## src/rtl/dfr_pkg.sv

```systemverilog
// Shared constants, types and reciprocal table for the delta feature regression block.
`default_nettype none
package dfr_pkg;

  localparam int MaxHalfWidth = 8;
  localparam int MaxDims      = 32;
  localparam int RingSlots    = 2 * MaxHalfWidth + 1;
  localparam int RamDepth     = RingSlots * MaxDims;
  localparam int AddrW        = $clog2(RamDepth);
  localparam int SlotW        = $clog2(RingSlots);
  localparam int DimW         = $clog2(MaxDims);
  localparam int DimsW        = $clog2(MaxDims + 1);
  localparam int HalfW        = 4;
  localparam int StepW        = $clog2(2 * MaxHalfWidth);
  localparam int SampleW      = 16;
  localparam int FramesW      = 4;
  localparam int FramesSat    = 15;
  localparam int AccW         = 24;
  localparam int RecipW       = 17;
  localparam int ProdW        = AccW + RecipW;
  localparam int FracW        = 16;
  localparam int CfgDataW     = 6;
  localparam int CfgIdxW      = 1;

  localparam logic [CfgIdxW-1:0] CfgHalfWidth = 1'd0;
  localparam logic [CfgIdxW-1:0] CfgDimsInUse = 1'd1;

  localparam logic [HalfW-1:0] HalfWidthReset = 4'd2;
  localparam logic [DimsW-1:0] DimsInUseReset = 6'd13;

  typedef struct packed {
    logic take;
    logic clr_wr;
    logic pad_rd;
    logic pad_cap;
    logic wr_one;
    logic wr_fill;
    logic cnt_inc;
    logic cnt_clr;
    logic mac_rd;
    logic acc_clr;
    logic mul;
    logic emit;
    logic adv;
  } dfr_cmd_t;

  typedef struct packed {
    logic pad;
    logic first_frame;
    logic will_emit;
    logic clr_done;
    logic fill_done;
    logic mac_done;
    logic out_free;
  } dfr_status_t;

  // round(65536 / (2 * sum tau^2)) in Q0.16, half up
  function automatic logic [RecipW-1:0] recip_rom(input logic [HalfW-1:0] n);
    logic [RecipW-1:0] r;
    case (n)
      4'd1:    r = 17'd32768;
      4'd2:    r = 17'd6554;
      4'd3:    r = 17'd2341;
      4'd4:    r = 17'd1092;
      4'd5:    r = 17'd596;
      4'd6:    r = 17'd360;
      4'd7:    r = 17'd234;
      4'd8:    r = 17'd161;
      default: r = '0;
    endcase
    return r;
  endfunction

endpackage
`default_nettype wire

```

## src/rtl/dfr_ctrl.sv

```systemverilog
// Sequencer for clearing, history writes, multiply-accumulate and result hand-off.
`default_nettype none
module dfr_ctrl (
  input  wire logic                clk_i,
  input  wire logic                rst_ni,
  input  wire logic                in_valid_i,
  output logic                     in_stall_o,
  input  wire dfr_pkg::dfr_status_t status_i,
  output dfr_pkg::dfr_cmd_t        cmd_o
);
  import dfr_pkg::*;

  localparam logic [3:0] S_CLEAR  = 4'd0;
  localparam logic [3:0] S_IDLE   = 4'd1;
  localparam logic [3:0] S_PADRD  = 4'd2;
  localparam logic [3:0] S_PADCAP = 4'd3;
  localparam logic [3:0] S_WRITE  = 4'd4;
  localparam logic [3:0] S_MAC    = 4'd5;
  localparam logic [3:0] S_DRAIN  = 4'd6;
  localparam logic [3:0] S_MUL    = 4'd7;
  localparam logic [3:0] S_EMIT   = 4'd8;
  localparam logic [3:0] S_FINISH = 4'd9;

  logic [3:0] state_q, state_d;

  always_ff @(posedge clk_i or negedge rst_ni) begin
    if (!rst_ni) begin
      state_q <= S_CLEAR;
    end else begin
      state_q <= state_d;
    end
  end

  assign in_stall_o = (state_q != S_IDLE);

  always_comb begin
    state_d = state_q;
    cmd_o   = '0;
    case (state_q)
      S_CLEAR: begin
        cmd_o.clr_wr = 1'b1;
        if (status_i.clr_done) begin
          cmd_o.cnt_clr = 1'b1;
          state_d       = S_IDLE;
        end else begin
          cmd_o.cnt_inc = 1'b1;
        end
      end
      S_IDLE: begin
        if (in_valid_i) begin
          cmd_o.take = 1'b1;
          state_d    = S_WRITE;
        end
      end
      S_PADRD: begin
        cmd_o.pad_rd = 1'b1;
        state_d      = S_PADCAP;
      end
      S_PADCAP: begin
        cmd_o.pad_cap = 1'b1;
        state_d       = S_WRITE;
      end
      S_WRITE: begin
        if (status_i.pad) begin
          state_d = S_PADRD;
        end else if (status_i.first_frame && !status_i.fill_done) begin
          cmd_o.wr_fill = 1'b1;
          cmd_o.cnt_inc = 1'b1;
        end else begin
          cmd_o.wr_fill = status_i.first_frame;
          cmd_o.wr_one  = !status_i.first_frame;
          cmd_o.cnt_clr = 1'b1;
          cmd_o.acc_clr = 1'b1;
          state_d       = status_i.will_emit ? S_MAC : S_FINISH;
        end
      end
      S_MAC: begin
        cmd_o.mac_rd = 1'b1;
        if (status_i.mac_done) begin
          cmd_o.cnt_clr = 1'b1;
          state_d       = S_DRAIN;
        end else begin
          cmd_o.cnt_inc = 1'b1;
        end
      end
      S_DRAIN: begin
        state_d = S_MUL;
      end
      S_MUL: begin
        cmd_o.mul = 1'b1;
        state_d   = S_EMIT;
      end
      S_EMIT: begin
        if (status_i.out_free) begin
          cmd_o.emit = 1'b1;
          cmd_o.adv  = 1'b1;
          state_d    = S_IDLE;
        end
      end
      S_FINISH: begin
        cmd_o.adv = 1'b1;
        state_d   = S_IDLE;
      end
      default: begin
        state_d = S_IDLE;
      end
    endcase
  end

endmodule
`default_nettype wire

```

## config.mk

```make
export PLATFORM = sky130hd
export DESIGN_NAME = dfr_ctrl
export DESIGN_NICKNAME = d
export VERILOG_FILES = /design/src/rtl/dfr_pkg.sv /design/src/rtl/dfr_ctrl.sv
export SDC_FILE = /design/constraint.sdc
export NUM_CORES = 1
export LEC_CHECK = 0
export BUFFER_PORTS_ARGS = -buffer_cell sky130_fd_sc_hd__buf_2
export CAP_MARGIN = 25
export CORE_AREA = 2 2 39 41
export CTS_CLUSTER_DIAMETER = 150
export CTS_CLUSTER_SIZE = 16
export DETAILED_ROUTE_END_ITERATION = 8
export DIE_AREA = 0 0 41 43
export HOLD_SLACK_MARGIN = 0.05
export PLACE_DENSITY = 0.59
export SETUP_SLACK_MARGIN = 0.15
export SYNTH_ARGS = -nofsm -noshare
export SYNTH_HDL_FRONTEND = slang
export SYNTH_SLANG_ARGS = --single-unit
```

## constraint.sdc

```tcl
create_clock -name clk_i -period 4.2 [get_ports clk_i]
set_clock_uncertainty 0.15 [all_clocks]
set_input_delay 0.42 -clock clk_i [delete_from_list [all_inputs] [get_ports clk_i]]
set_output_delay 0.42 -clock clk_i [all_outputs]
set_load 0.02 [all_outputs]
```

==> results_dict.tcl, run 1 <==
set metrics [dict create \
    status "finished, final reports clean" \
    dieWidth_um 41 \
    use_met1_pct 18.2 \
    cts_buffer_depth 2 \
    cts.sinks 4 \
    ys_top_cells_by_area "dfrtp_1 24%, nor2_1 6.3%, nand2b_1 4.5%" \
    max_freq_mhz 403 \
    critPathKind "flip-flop to output port" \
    antenna_found_initial 0 \
    io_pins 24 \
    tns_ps 0 \
    synth_seq_cells 4 \
    avgSynthCellArea_um2 7.48 \
    power.density_mw_per_mm2 777 \
    max_cap_violations 0 \
    place_congestion 0.774 \
    totalWireLength_um 1130 \
    rsz0062_at_grt "no" \
    synth_seq_area_share_pct 23.9 \
    synthCells 56 \
    filler_cell_count 153 \
    cts_tree "built" \
    final.period_utilization_pct 59.1 \
    tightest_slew_ps 515 \
    die_height_um 43 \
    first_global_vias 439 \
    largest_reg_flops 4 \
    met3_usage_pct 6.28 \
    dr.pass1.iters 4 \
    top_usage_layer "met2" \
    clkTransAtPathRegs_ps 40 \
    num_vias 529 \
    rows 14 \
    slew_headroom_pct 65.7 \
    power_frac_comb_pct 60.5 \
    drc 0 \
    nets 90 \
    routed_via_density 5.63 \
    wl_per_cell_um 12.0 \
    place.detailed.hpwl_um 885 \
    post_cts_buffers 0 \
    use_met2_pct 22.8 \
    largest-register "state_q" \
    syn_area_um2 419 \
    placed_area_um2 534 \
    worst-path-max-fanout 15 \
    seq_power_share_pct 28.9 \
    layout-drive-gt1-share_pct 37.2 \
    sw_frac_of_total_pct 53.1 \
    synth_area_leader_cell "dfrtp_1" \
    clkLatencyLatePin_ps 230 \
    intPower_uw 206 \
    root_buffer "clkbuf_4" \
    setup_violations 0 \
    worstPathRequired_ps 3630 \
    slew_violations 0 \
    worstPathArrival_ps 1910 \
    cp-start-kind "flip-flop" \
    track_usage_pct 15.0 \
    num_antenna_cells 0 \
    synth_top_area_share_pct 23.9 \
    grt_pass1_wl_um 1800 \
    design_area_um2 567 \
    largest_registers "state_q: 4 flops" \
    cts-htree-levels 1 \
    dieArea_mm2 0.00176 \
    io_buffers 23 \
    ir_worst_vdd_mv 0.359 \
    core-area_mm2 0.00138 \
    power.share.clock_pct 10.6 \
    grt_max_degree 20 \
    syn2layout_area_growth_pct 35.2 \
    period_needed_ps 2480 \
    p_leak_uw 0.000278 \
    yosys.cell_types.count 29 \
    drtIter0Drc 10 \
    ant_nets 0 \
    worst_hold_path_type "input port to async pin" \
    cts_buffers 3 \
    grt_remaining_overflow 0 \
    hold_viol 0 \
    ys_warn_count 0 \
    mappedNetlistNets 66 \
    power.switching_uw 234 \
    start_util_pct 30.3 \
    critPathCaptureType "output port" \
]
## per-stage QoR
step / setup WS [ps] / total power, µW / cells / utilization (%) / hold slack [ps]
6_report: 1720 / 441 / 94 / 41.0 / 376
5_1_grt: 1570 / 489 / 94 / 41.0 / 378
4_1_cts: 1700 / 447 / 94 / 41.0 / 357
3_5_place_dp: 1940 / 397 / 90 / 38.6 / 76.2
3_3_place_gp: 2020 / 395 / 90 / 38.6 / 76.3
2_1_floorplan: 1840 / 327 / 56 / - / -25.6
## cells in the mapped netlist
cell type  count
nor2_1         7
dfrtp_1        4
nand2_1        4
clkbuf_1       3
nand2b_1       3
nor2b_1        3
nor3_1         3
nor4_1         3
o21ai_0        3
a31oi_1        2
inv_1          2
o31ai_1        2
a21oi_1        1
a221o_1        1
a22oi_1        1
and3_1         1
and3b_1        1
buf_1          1
buf_2          1
nor4b_1        1
nor4bb_1       1
o21a_1         1
o21ai_2        1
o21ai_4        1
o221a_1        1
o22a_1         1
o31a_1         1
or4_1          1
or4_4          1
## repair_timing
action,4_1_cts,5_1_grt
endpoints found under the hold margin,4,0
gates resized for setup,0,0
hold buffers,1,0
## routing by layer
metal / up-vias / wire [µm]
li1: 253 / -
met4: 0 / 14
met2: 20 / 560
met5: - / 0
met1: 254 / 462
met3: 2 / 95
## final cells by class
type,count,area (µm²),share of cell area [%]
Tap cell,16,20.0,3.53
Timing Repair Buffer,24,125,22.1
Multi-Input combinational cell,45,292,51.4
Clock buffer,3,22.5,3.97
Inverter,2,7.51,1.32
Sequential cell,4,100,17.7
## cell usage in the layout, fill, tap and decap left out, types with 2 or more instances in the layout
| cell | count |
|---|---|
| dfrtp_1 | 4 |
| a31oi_1 | 2 |
| clkbuf_4 | 3 |
| inv_1 | 2 |
| o21ai_0 | 3 |
| nor3_1 | 3 |
| o31ai_1 | 2 |
| nor4_1 | 3 |
| nand2_1 | 4 |
| nor2_1 | 7 |
| nand2b_1 | 3 |
| nor2b_1 | 3 |
| buf_2 | 23 |
## critical path, stage by stage (launching register included)
cell and delay, ps:
dfrtp_1 580, nand2b_1 190, or4_4 490, nor2b_1 160, a221o_1 110, buf_2 150
## power groups by stage
stage | sequential (µW) | combinational, µW | clock [µW]
after global placement | 126 | 268 | 0
after global routing | 138 | 296 | 54.9
after floorplan | 70.5 | 257 | 0
after detailed placement | 128 | 269 | 0
after CTS | 127 | 270 | 49.5
final | 127 | 267 | 46.6
## path summary, 6_finish.rpt
check,cells past startpoint,endpoint,from,slack [ps]
max,5,cmd_o[5],state_q[2],1720
min reg2reg,1,state_q[1],state_q[3],550
min in group clk_i,3,state_q[3],status_i[0],420
min,2,state_q[3],rst_ni,380
max in group asynchronous,2,state_q[2],rst_ni,3400
max reg2reg,4,state_q[0],state_q[2],2280
## cells by family (layout without fill, tap and decap cells)
logic type	Yosys count	count (layout)	synth area share (%)
flip-flops	4	4	23.9
AND/OR/NAND/NOR	29	29	39.4
AO/OA/AOI/OAI	16	16	30.1
buffers and inverters	7	29	6.57
(Power assumes the default switching activity.)
==> run 2: changes to the inputs <==
==> constraint.sdc (replaced) <==
create_clock -name clk_i -period 2.6 [get_ports clk_i]
set_clock_uncertainty 0.15 [all_clocks]
set_input_delay 0.26 -clock clk_i [delete_from_list [all_inputs] [get_ports clk_i]]
set_output_delay 0.26 -clock clk_i [all_outputs]
set_load 0.02 [all_outputs]
==> run 2 against run 1 <==
Utilization up 1.7 points; total power up 72%; global-route usage up 0.89 points; sequential power up 24%; critical path depth unchanged; via count down 1.9%; sequential share of layout area down 0.50 points; sequential cell count unchanged; clock-buffer cell count unchanged; die area unchanged; routed wire length up 6.7%; final area up 4.2%.
==> results_dict.tcl, run 2 (synthesis gave the netlist of run 1 again) <==
set metrics [dict create \
    cp_cell_sequence "nand2b_1 -> or4_4 -> nor2b_1 -> a221o_1 -> buf_2" \
    root_buffer "clkbuf_4" \
    routed_via_density 5.35 \
    cts_tree "built" \
    hold_viol 0 \
    slew_headroom_pct 79.6 \
    r2r_end "state_q[0]" \
    worst_hold_path_type "input port to async pin" \
    critPathCaptureType "output port" \
    r2r_cells 4 \
    worst-path-max-fanout 15 \
    p_leak_uw 0.000292 \
    worstPathArrival_ps 1810 \
    clkTransAtPathRegs_ps 40 \
    ir_worst_vdd_mv 0.511 \
    layout-drive-gt1-share_pct 40.7 \
    num_antenna_cells 0 \
    syn2layout_area_growth_pct 40.9 \
    rsz0062_at_grt "no" \
    cts-htree-levels 1 \
    io_buffers 23 \
    place.detailed.hpwl_um 947 \
    max_freq_mhz 450 \
    tns_ps 0 \
    filler_cell_count 143 \
    slew_violations 0 \
    power.density_mw_per_mm2 1280 \
    worstPathRequired_ps 2190 \
    place_congestion 0.830 \
    dr.pass1.iters 5 \
    critPathKind "flip-flop to output port" \
    cp-startpoint "state_q[2]" \
    first_global_vias 450 \
    design_area_um2 591 \
    cp-start-kind "flip-flop" \
    grt_pass1_wl_um 1890 \
    die_height_um 43 \
    nets 93 \
    dieArea_mm2 0.00176 \
    mostFrequentLayoutCells "23 x buf_2, 7 x nor2_1, 4 x nand2_1" \
    multi_input_area_um2 292 \
    rows 14 \
    io_pins 24 \
    largest-register "state_q" \
    drc 0 \
    cts_buffers 3 \
    grt_remaining_overflow 0 \
    num_vias 519 \
    largest_reg_flops 4 \
    largest_registers "state_q: 4 flops" \
    wl_per_cell_um 12.5 \
    placed_area_um2 557 \
    setup_violations 0 \
    drtIter0Drc 6 \
    status "finished, final reports clean" \
    timing.rr.start "state_q[2]" \
    track_usage_pct 15.9 \
    post_cts_buffers 0 \
    clkLatencyLatePin_ps 240 \
    slowest_stage "dfrtp_2" \
    period_needed_ps 2220 \
    regArea_um2 101 \
    final.period_utilization_pct 85.4 \
    max_cap_violations 0 \
    tightest_slew_ps 303 \
    core-area_mm2 0.00138 \
    cts.sinks 4 \
    start_util_pct 30.3 \
    grt_max_degree 16 \
    final_common_cell "buf_2" \
    max_stage_delay_ps 490 \
    ant_nets 0 \
    cts_buffer_depth 2 \
    antenna_found_initial 0 \
    totalWireLength_um 1210 \
    dieWidth_um 41 \
    r2r_slack_ps 810 \
]
## run 2: repair_timing
item / 4_1_cts / 5_1_grt
gates resized for setup: 0 / 1
hold buffers: 1 / 0
endpoints found under the hold margin: 4 / 0
endpoints found under the setup margin: 0 / 1
## run 2: worst max-delay path by stage
stage               cells after the start  endpoint  slack, ps
global route                            5  cmd_o[5]        260
floorplan                               3  cmd_o[5]        400
finish                                  5  cmd_o[5]        380
CTS                                     5  cmd_o[5]        220
detailed placement                      5  cmd_o[5]        480
global placement                        5  cmd_o[5]        570
## run 2: worst max-delay path: cells and delay by family (launching register included)
kind | cells | cell delay, ps
AO/OA/AOI/OAI | 1 | 120
buffers and inverters | 1 | 150
flip-flops | 1 | 490
AND/OR/NAND/NOR | 3 | 800
## run 2: per-stage QoR
step	power (µW)	setup slack [ps]	std cells	hold slack [ps]	util (%)
2_1_floorplan	528	404	56	-186	-
3_3_place_gp	677	570	93	-82.8	40.2
3_5_place_dp	680	483	93	-78.9	40.2
4_1_cts	763	224	97	200	42.6
5_1_grt	829	258	97	237	42.7
6_report	758	379	97	209	42.7
## run 2: report_power, final
group	switching [µW]	total, µW	internal [µW]
registers	60.1	157	96.5
clock network	26.4	78.1	51.7
logic	307	523	216
total	394	758	364
## run 2: layer usage
metal	wire length (µm)	GRT usage (%)	vias up
met4	0	6.67	0
met1	483	19.1	234
li1	-	-	262
met3	85	4.71	0
met5	0	0	-
met2	639	25.0	23
## run 2: layout make-up
type,instances,share of cell area (%)
well taps,16,3.39
flip-flops and latches,4,17.2
inverters,2,1.27
multi-input cells,45,49.4
clock buffers,3,3.81
repair buffers,27,25.0
==> run 3: changes to the inputs <==
--- a/config.mk
+++ b/config.mk
@@ -13,6 +13,7 @@
 export DETAILED_ROUTE_END_ITERATION = 8
 export DIE_AREA = 0 0 41 43
 export HOLD_SLACK_MARGIN = 0.05
+export MAX_ROUTING_LAYER = met4
 export PLACE_DENSITY = 0.59
 export SETUP_SLACK_MARGIN = 0.15
 export SYNTH_ARGS = -nofsm -noshare
==> run 3 against run 2 <==
Fmax fell by 0.13%; register-to-register slack barely moved; via count fell by 0.19%; non-clock buffer count did not move; utilization did not move; largest cell class unchanged.
==> results_dict.tcl, run 3 (synthesis gave the netlist of run 1 again) <==
set metrics [dict create \
    place.detailed.hpwl_um 947 \
    path_buf_inv 1 \
    core-area_mm2 0.00138 \
    placed_area_um2 557 \
    nets 93 \
    final_common_cell "buf_2" \
    drtIter0Drc 9 \
    cts-htree-levels 1 \
    grt_remaining_overflow 0 \
    hold_viol 0 \
    design_area_um2 591 \
    routed_via_density 5.34 \
    status "finished, final reports clean" \
    dieWidth_um 41 \
    critPathKind "flip-flop to output port" \
    cts_tree "built" \
    io_buffers 23 \
    totalWireLength_um 1210 \
    layout-drive-gt1-share_pct 40.7 \
    num_vias 518 \
    dp_worst_setup_slack_ps 483 \
    period_needed_ps 2220 \
    regArea_um2 101 \
    cp-start-kind "flip-flop" \
    cts.sinks 4 \
    clkLatencyLatePin_ps 240 \
    tightest_slew_ps 301 \
    worst-path-max-fanout 15 \
    critPathCaptureType "output port" \
    p_leak_uw 0.000292 \
    wl_per_cell_um 12.5 \
    dieArea_mm2 0.00176 \
    slowest_stage "dfrtp_2" \
    ant_nets 0 \
    syn2layout_area_growth_pct 40.9 \
    slew_headroom_pct 79.7 \
    die_height_um 43 \
    timing.final.ws_setup_ps 376 \
    multi_input_area_um2 292 \
    root_buffer "clkbuf_4" \
    grt_pass1_wl_um 1890 \
    largest_reg_flops 4 \
    largest_registers "state_q: 4 flops" \
    start_util_pct 30.3 \
    power.density_mw_per_mm2 1280 \
    dr.pass1.iters 2 \
    antenna_found_initial 0 \
    worstPathRequired_ps 2190 \
    track_usage_pct 16.3 \
    cts_buffers 3 \
    ir_worst_vdd_mv 0.514 \
    mostFrequentLayoutCells "23 x buf_2, 7 x nor2_1, 4 x nand2_1" \
    filler_cell_count 143 \
    place_congestion 0.842 \
    cp_cell_sequence "nand2b_1 -> or4_4 -> nor2b_1 -> a221o_1 -> buf_2" \
    cts_buffer_depth 2 \
    max_freq_mhz 450 \
    rows 14 \
    worstPathArrival_ps 1810 \
    slew_violations 0 \
    num_antenna_cells 0 \
    setup_violations 0 \
    worst_hold_path_type "input port to async pin" \
    post_cts_buffers 0 \
    max_stage_delay_ps 490 \
    final.period_utilization_pct 85.5 \
    clkTransAtPathRegs_ps 40 \
    drc 0 \
    max_cap_violations 0 \
    grt_max_degree 16 \
    largest-register "state_q" \
    worst_path_dominant_cell_family "simple AND/OR/NAND/NOR gates" \
    rsz0062_at_grt "no" \
    tns_ps 0 \
    first_global_vias 450 \
    io_pins 24 \
]
==> run 3: worst reg2reg max path: cells and delay by family (launching register included) <==
family,cells,cell delay [ps]
AO/OA/AOI/OAI,2,390
flip-flops,1,490
AND/OR/NAND/NOR,2,640
==> run 3: final cells by class <==
class	instances	share of cell area (%)
multi-input cells	45	49.4
inverters	2	1.27
well taps	16	3.39
clock buffers	3	3.81
flip-flops and latches	4	17.2
repair buffers	27	25.0
==> run 3: final timing paths <==
| check | start | endpoint | slack, ps | depth (start not counted) |
|---|---|---|---|---|
| max reg2reg | state_q[2] | state_q[0] | 810 | 4 |
| min in group clk_i | status_i[0] | state_q[3] | 240 | 3 |
| min reg2reg | state_q[3] | state_q[1] | 480 | 2 |
| max | state_q[2] | cmd_o[5] | 380 | 5 |
| min | rst_ni | state_q[1] | 210 | 2 |
| max in group asynchronous | rst_ni | state_q[2] | 1960 | 2 |
==> run 3: per-layer routing <==
metal / vias to the layer above / track usage, % / part of all wire, %
met5: - / - / 0
met4: 0 / 6.67 / 0
met3: 0 / 4.71 / 5.8
met2: 18 / 25.0 / 53
met1: 236 / 19.1 / 41
li1: 264 / - / -
==> run 3: where the power goes <==
part | total (µW) | internal [µW] | switching [µW] | leakage [µW]
Sequential | 157 | 96.5 | 60.3 | 0.0000483
Combinational | 524 | 216 | 308 | 0.000230
Clock | 77.6 | 51.7 | 25.9 | 0.0000138
Total | 758 | 364 | 394 | 0.000292
==> run 3: per-stage QoR <==
stage	instances	utilization, %	total power, µW	hold slack, ps
after floorplan	56	-	528	-186
final	97	42.7	758	210
after detailed placement	93	40.2	680	-78.9
after global placement	93	40.2	677	-82.8
after CTS	97	42.6	763	200
after global routing	97	42.7	829	237
==> run 3: what timing repair did <==
| action | in CTS | in global routing |
|---|---|---|
| endpoints found under the hold margin | 4 | 0 |
| setup endpoints to repair | 0 | 1 |
| hold buffers | 1 | 0 |
| gates resized for setup | 0 | 1 |
